==> config.mk <==
export PLATFORM = sky130hd
export DESIGN_NAME = pls_cell
export DESIGN_NICKNAME = d
export VERILOG_FILES = /design/src/rtl/pls_pkg.sv /design/src/rtl/pls_cell.sv
export SDC_FILE = /design/constraint.sdc
export NUM_CORES = 1
export LEC_CHECK = 0
export BUFFER_PORTS_ARGS = -buffer_cell sky130_fd_sc_hd__clkbuf_2
export CORE_ASPECT_RATIO = 0.75
export CORE_MARGIN = 2
export CORE_UTILIZATION = 50
export CTS_BUF_LIST = sky130_fd_sc_hd__clkbuf_4 sky130_fd_sc_hd__clkbuf_8
export DETAILED_ROUTE_END_ITERATION = 7
export PLACE_DENSITY = 0.87
export SLEW_MARGIN = 0
export SYNTH_ARGS = -nofsm -noshare
export SYNTH_HDL_FRONTEND = slang
export SYNTH_SLANG_ARGS = --single-unit
==> constraint.sdc <==
create_clock -name clock -period 5.9 [get_ports clock]
set_input_delay 1.18 -clock clock [delete_from_list [all_inputs] [get_ports clock]]
set_output_delay 1.18 -clock clock [all_outputs]
set_load 0.01 [all_outputs]
==> src/rtl/pls_pkg.sv <==
// positional list store: shared constants, codes and structs
// no dependencies; used by every other file of the block

package pls_pkg;

   localparam int CAPACITY = 64;
   localparam int DATA_W   = 32;
   localparam int IDX_W    = $clog2(CAPACITY);
   localparam int LEN_W    = $clog2(CAPACITY + 1);
   localparam int POS_W    = 7;
   localparam int CMP_W    = ((POS_W > LEN_W) ? POS_W : LEN_W) + 1;

   typedef enum logic [1:0] {
      OP_INSERT = 2'd0,
      OP_DELETE = 2'd1,
      OP_GET    = 2'd2,
      OP_LOCATE = 2'd3
   } op_type;

   typedef enum logic [1:0] {
      STAT_OK       = 2'd0,
      STAT_RANGE    = 2'd1,
      STAT_FULL     = 2'd2,
      STAT_NOTFOUND = 2'd3
   } status_type;

   typedef enum logic {
      S_IDLE,
      S_COLLECT
   } state_type;

   // broadcast from the control to every cell
   typedef struct packed {
      logic                     sample;
      logic                     insert_en;
      logic                     delete_en;
      logic [IDX_W-1:0]         sel_index;
      logic signed [DATA_W-1:0] item_value;
      logic [LEN_W-1:0]         length;
   } cell_cmd_type;

endpackage

==> src/rtl/pls_cell.sv <==
// one list entry: shifts with its neighbours, compares and selects locally
// depends on pls_pkg

module pls_cell (
   input  logic                              clock,
   input  pls_pkg::cell_cmd_type             cmd,
   input  logic [pls_pkg::IDX_W-1:0]         cell_index,
   input  logic signed [pls_pkg::DATA_W-1:0] prev_entry,
   input  logic signed [pls_pkg::DATA_W-1:0] next_entry,
   output logic signed [pls_pkg::DATA_W-1:0] entry_out,
   output logic                              hit_out,
   output logic signed [pls_pkg::DATA_W-1:0] pick_out
);

   logic signed [pls_pkg::DATA_W-1:0] entry_ff, entry_in;
   logic                              hit_ff, hit_in;
   logic signed [pls_pkg::DATA_W-1:0] pick_ff, pick_in;

   always_comb begin
      entry_in = entry_ff;
      if (cmd.insert_en) begin
         if (cell_index == cmd.sel_index) begin
            entry_in = cmd.item_value;
         end else if (cell_index > cmd.sel_index) begin
            entry_in = prev_entry;
         end
      end else if (cmd.delete_en && (cell_index >= cmd.sel_index)) begin
         entry_in = next_entry;
      end
   end

   // compare and select see the entry before any shift
   assign hit_in  = (entry_ff == cmd.item_value) &&
                    ({1'b0, cell_index} < pls_pkg::LEN_W'(cmd.length));
   assign pick_in = (cell_index == cmd.sel_index) ? entry_ff : '0;

   always_ff @(posedge clock) begin
      entry_ff <= entry_in;
      if (cmd.sample) begin
         hit_ff  <= hit_in;
         pick_ff <= pick_in;
      end
   end

   assign entry_out = entry_ff;
   assign hit_out   = hit_ff;
   assign pick_out  = pick_ff;

endmodule

# After elaboration in Yosys (flattened, before gate mapping)
# Index checks and enable logic that the tools add are counted.
# word_totals
ff_bits,65
in_bits,119
output_inout_bits,65
elab_cells,17
# op_classes
n_lt_le_gt_ge,3
eq_ne,3
n_mux,4
reduce_logical,4
# ops
operator,n
$mux 32,4
$eq 32x32->1,1
$lt 6x7->1,1
$eq 6x6->1,1
$ge 6x6->1,1
$gt 6x6->1,1
$ne 3x1->1 const B,1
$logic_and 1x1->1,2
$reduce_and 2->1,1
$reduce_bool 2->1,1

# Depth between registers and ports, before layout
# logic_depth
word_depth,4
ltp_mapped,7
depth_no_buf,7

# Worst setup path after synthesis
# Ideal clock, no wire load.
# synth_path
path_kind,input port to flip-flop
from,input port cmd[42] in the netlist's numbering
to,"register entry_ff, in the netlist entry_out[0], enable pin"
setup_time_ns,0.432
arrival_time_ns,3.432
required_time_ns,5.468
path_slack_ns,2.036
cell_stages,6
path_buffers,0
cell_sequence,inv_1 > ha_1 > nand4_4 > nor2_1 > nor2_1 > a21oi_1
# synth_via
elab_chain_len,4
elab_cells_between_ends,7
classes_between,order compare (2); eq/ne (2); reduce/logical (3)
# synth_rtl
item,line,text
start: declaration,pls_cell.sv:6,"input pls_pkg::cell_cmd_type cmd,"
$ge 6x6->1,pls_cell.sv:27,end else if (cmd.delete_en && (cell_index >= cmd.sel_index)) begin
$logic_and 1x1->1,pls_cell.sv:27,
$reduce_bool 2->1 (no line),-,
$reduce_and 2->1 (no line) (*),-,
end signal: assignment,pls_cell.sv:38,entry_ff <= entry_in;
end: declaration,pls_cell.sv:15,"logic signed [pls_pkg::DATA_W-1:0] entry_ff, entry_in;"
# Every way passes the cells marked *; elsewhere a longest branch is shown, timed or not.
# A chain may end at the register's enable or synchronous reset.

# Final worst setup path
# layout_path
from,input port cell_index[3] in the netlist's numbering
to,"register entry_ff, in the netlist entry_out[6], enable pin"
# layout_via
elab_chain_len,4
elab_cells_between_ends,7
classes_between,order compare (2); eq/ne (2); reduce/logical (3)
# layout_rtl
item,line,text
start: declaration,pls_cell.sv:7,"input logic [pls_pkg::IDX_W-1:0] cell_index,"
$ge 6x6->1,pls_cell.sv:27,
$logic_and 1x1->1,pls_cell.sv:27,
$reduce_bool 2->1 (no line),-,
$reduce_and 2->1 (no line) (*),-,
# Marks and branches as above.

==> flow_metrics.py <==
metrics = {
    "critical_path": {
        "endpoint_kind": "flip-flop",
        "slowest_delay_ns": 0.90,
        "cp_max_fo": 32,
        "start_kind": "input pin",
        "critical-path-top-delay-family": "compound AO/OA/AOI/OAI gates",
        "cp.required_ns": 5.85,
        "cp_slowest_cell": "a21oi_4",
        "worstPathArrival_ns": 2.87,
        "crit_chain": "clkbuf_2, ha_1, a21oi_1, nor2b_1, o21ai_0, a21oi_4",
        "critPathBufInv": 1,
        "critPathKind": "in2reg",
    },
    "route": {
        "drc": 0,
        "detail_route.first_pass.iterations": 4,
        "routed.top_layer": "met4",
        "via_per_inst": 5.06,
        "routedWlPerCell_um": 15.7,
        "wl_mm": 8.83,
        "vias": 2839,
        "drtIter0Drc": 90,
        "drtAntennaViolNets": 0,
        "wl_met2_mm": 4.45,
        "wl_met3_um": 652,
        "wl_met1_mm": 3.60,
    },
    "logic_synthesis": {
        "yosys.area_share.adder_pct": 3.92,
        "synth_compound_area_share_pct": 6.02,
        "synth_seq_area_share_pct": 55.6,
        "synth-seq-cells": 65,
        "ys_types": 23,
        "netlist_instances": 290,
        "syn_area_um2": 3510,
        "syn_avg_cell_area_um2": 12.1,
        "yosys_warnings": 0,
        "synthMuxAreaShare_pct": 9.12,
        "syn_nets": 420,
        "synth_xor_xnor_area_share_pct": 7.98,
        "synth_top_family_by_area": "simple AND/OR/NAND/NOR gates",
        "synth-simple-area-share_pct": 13.4,
    },
    "timing": {
        "max_freq_ghz": 0.342,
        "post-route-period-util_pct": 49.6,
        "fin_skew_ns": 0.00787,
        "rsz0062_at_grt": "no",
        "setup_viol": 0,
        "final.min_clock_period_ns": 2.93,
        "timing.setup.tns_ns": 0,
        "slew_violations": 0,
        "hold_viol": 0,
        "slew_headroom_pct": 26.5,
        "tightest_slew_ns": 1.10,
    },
    "grt": {
        "grt_pass1_wl_mm": 13.4,
        "first_global_vias": 2853,
        "antenna_found_initial": 0,
        "grt_max_degree": 66,
        "grtUsageTotal_pct": 23.0,
        "overflow": 0,
    },
    "job": {
        "drv_cap": 0,
    },
    "layout": {
        "area_growth_pct": 32.9,
        "antennaDiodeCount": 0,
        "finalNonFillerCells": 561,
        "final_cell_mix": "clkbuf_2 (183), edfxtp_1 (65), a21oi_1 (36), nor2_1 (35)",
        "fillCellCount": 516,
        "regArea_um2": 1950,
        "multi_input_comb_area_um2": 1430,
        "final_common_cell": "clkbuf_2",
        "nets": 602,
        "drive_gt1_share_pct": 42.6,
    },
    "floorplan": {
        "die-area_um2": 7720,
        "initial_core_util_pct": 51.7,
        "core-area_um2": 6800,
        "ios": 184,
        "die_w_um": 101,
        "row_count": 26,
        "fp.dieH_um": 76.6,
    },
    "clocking": {
        "clk_latency_ns": 0.33,
        "htree_levels": 3,
        "cts-root-buf": "clkbuf_8",
        "clockBufferDepth": 2,
        "path_clk_slew_ns": 0.07,
        "postCtsSetupBuffers": 0,
        "hold_buffers": 0,
        "cts_sinks": 65,
        "cts_resized": 0,
        "cts_tree": "done",
        "cts_made_buffers": 9,
    },
    "place": {
        "io_buffer_count": 183,
        "gp_congestion": 0.822,
        "hpwlAfterDp_mm": 6.73,
        "dp_cells": 545,
    },
    "min_path": {
        "min_path_type": "reg2reg",
    },
    "pwr": {
        "ir_drop_uv": 192,
        "p_leak_nw": 2.16,
        "p_per_area_nw_per_um2": 261,
    },
    "status": {
        "status": "finished, final reports clean",
    },
}
[flip-flops by register name, summed over array words and instances, names as in the netlist]
| signal | count |
|---|---|
| entry_out | 32 |
| pick_out | 32 |
| hit_out | 1 |
[metrics by stage]
stage / worst slack, ns / power (mW) / utilization (%) / instance area, um2 / hold WS, ns
2_1_floorplan: 2.04 / 0.699 / - / 3510 / 0.638
3_3_place_gp: 2.65 / 0.814 / 65.5 / 4450 / 0.583
3_5_place_dp: 2.58 / 0.819 / 65.5 / 4450 / 0.592
4_1_cts: 2.95 / 1.23 / 68.7 / 4670 / 0.609
5_1_grt: 2.85 / 1.27 / 68.7 / 4670 / 0.627
6_report: 2.97 / 1.22 / 68.7 / 4670 / 0.603
[worst paths after layout]
check                          start                          to  slack (ns)  depth (start not counted)
max                    cell_index[3]      entry_out[6]$_DFFE_PP_        2.97                          6
min          entry_out[22]$_DFFE_PP_  pick_out[22]$_SDFFCE_PN0P_        0.60                          1
max reg2reg  entry_out[28]$_DFFE_PP_           hit_out$_DFFE_PP_        4.30                          4
min reg2reg  entry_out[22]$_DFFE_PP_  pick_out[22]$_SDFFCE_PN0P_        0.60                          1
[worst register-to-register path, cell delays in order (launching register included)]
cell	delay [ns]
edfxtp_1	0.44
xor2_1	0.18
nor4_1	0.47
nand4_1	0.17
nor3_1	0.18
[synth_stat cells]
cell / n / area, um2
nand4_1: 2 / 12.5
nor2b_1: 1 / 6.26
nor3_1: 1 / 5.00
inv_1: 11 / 41.3
a21oi_1: 37 / 185
a21o_1: 2 / 15.0
nor2_8: 1 / 20.0
and2_1: 32 / 200
nor4_1: 8 / 50.1
nand2b_1: 2 / 12.5
xor2_1: 32 / 280
o22ai_1: 1 / 6.26
ha_1: 11 / 138
buf_1: 2 / 7.51
edfxtp_1: 65 / 1950
buf_12: 3 / 60.1
nor2_1: 35 / 131
nand2_1: 1 / 3.75
o21ai_0: 1 / 5.00
mux2i_1: 32 / 320
nand4_4: 1 / 21.3
nand4b_1: 1 / 8.76
clkbuf_1: 8 / 30.0
[where the power goes]
part	switching, mW	total (mW)	internal (mW)
logic	0.121	0.216	0.0958
clock network	0.172	0.413	0.241
registers	0.0327	0.591	0.558
total	0.326	1.22	0.894
[cell type report]
| class | instances | share of cell area (%) |
|---|---|---|
| Tap cell | 84 | 2.25 |
| Multi-Input combinational cell | 201 | 30.7 |
| Clock buffer | 10 | 2.81 |
| Inverter | 11 | 0.884 |
| Sequential cell | 65 | 41.8 |
| Timing Repair Buffer | 184 | 19.8 |
| Clock inverter | 6 | 1.77 |
[metal layers]
| metal | global-route usage (%) | vias up |
|---|---|---|
| met4 | 8.63 | 0 |
| met2 | 40.3 | 137 |
| met1 | 27.2 | 1290 |
| met3 | 5.32 | 14 |
| met5 | 0 | - |
| li1 | - | 1398 |
[kinds of logic (layout without fill, tap and decap cells)]
logic type                 Yosys count  in the layout
adders and majority gates           11             11
buffers and inverters               24            211
muxes                               32             32
xor gates and xnor gates            32             32
DFF                                 65             65
AOI/OAI and AO/OA                   41             41
and+or+nand+nor                     85             85
Note: power is estimated with default switching activity, not from simulation.
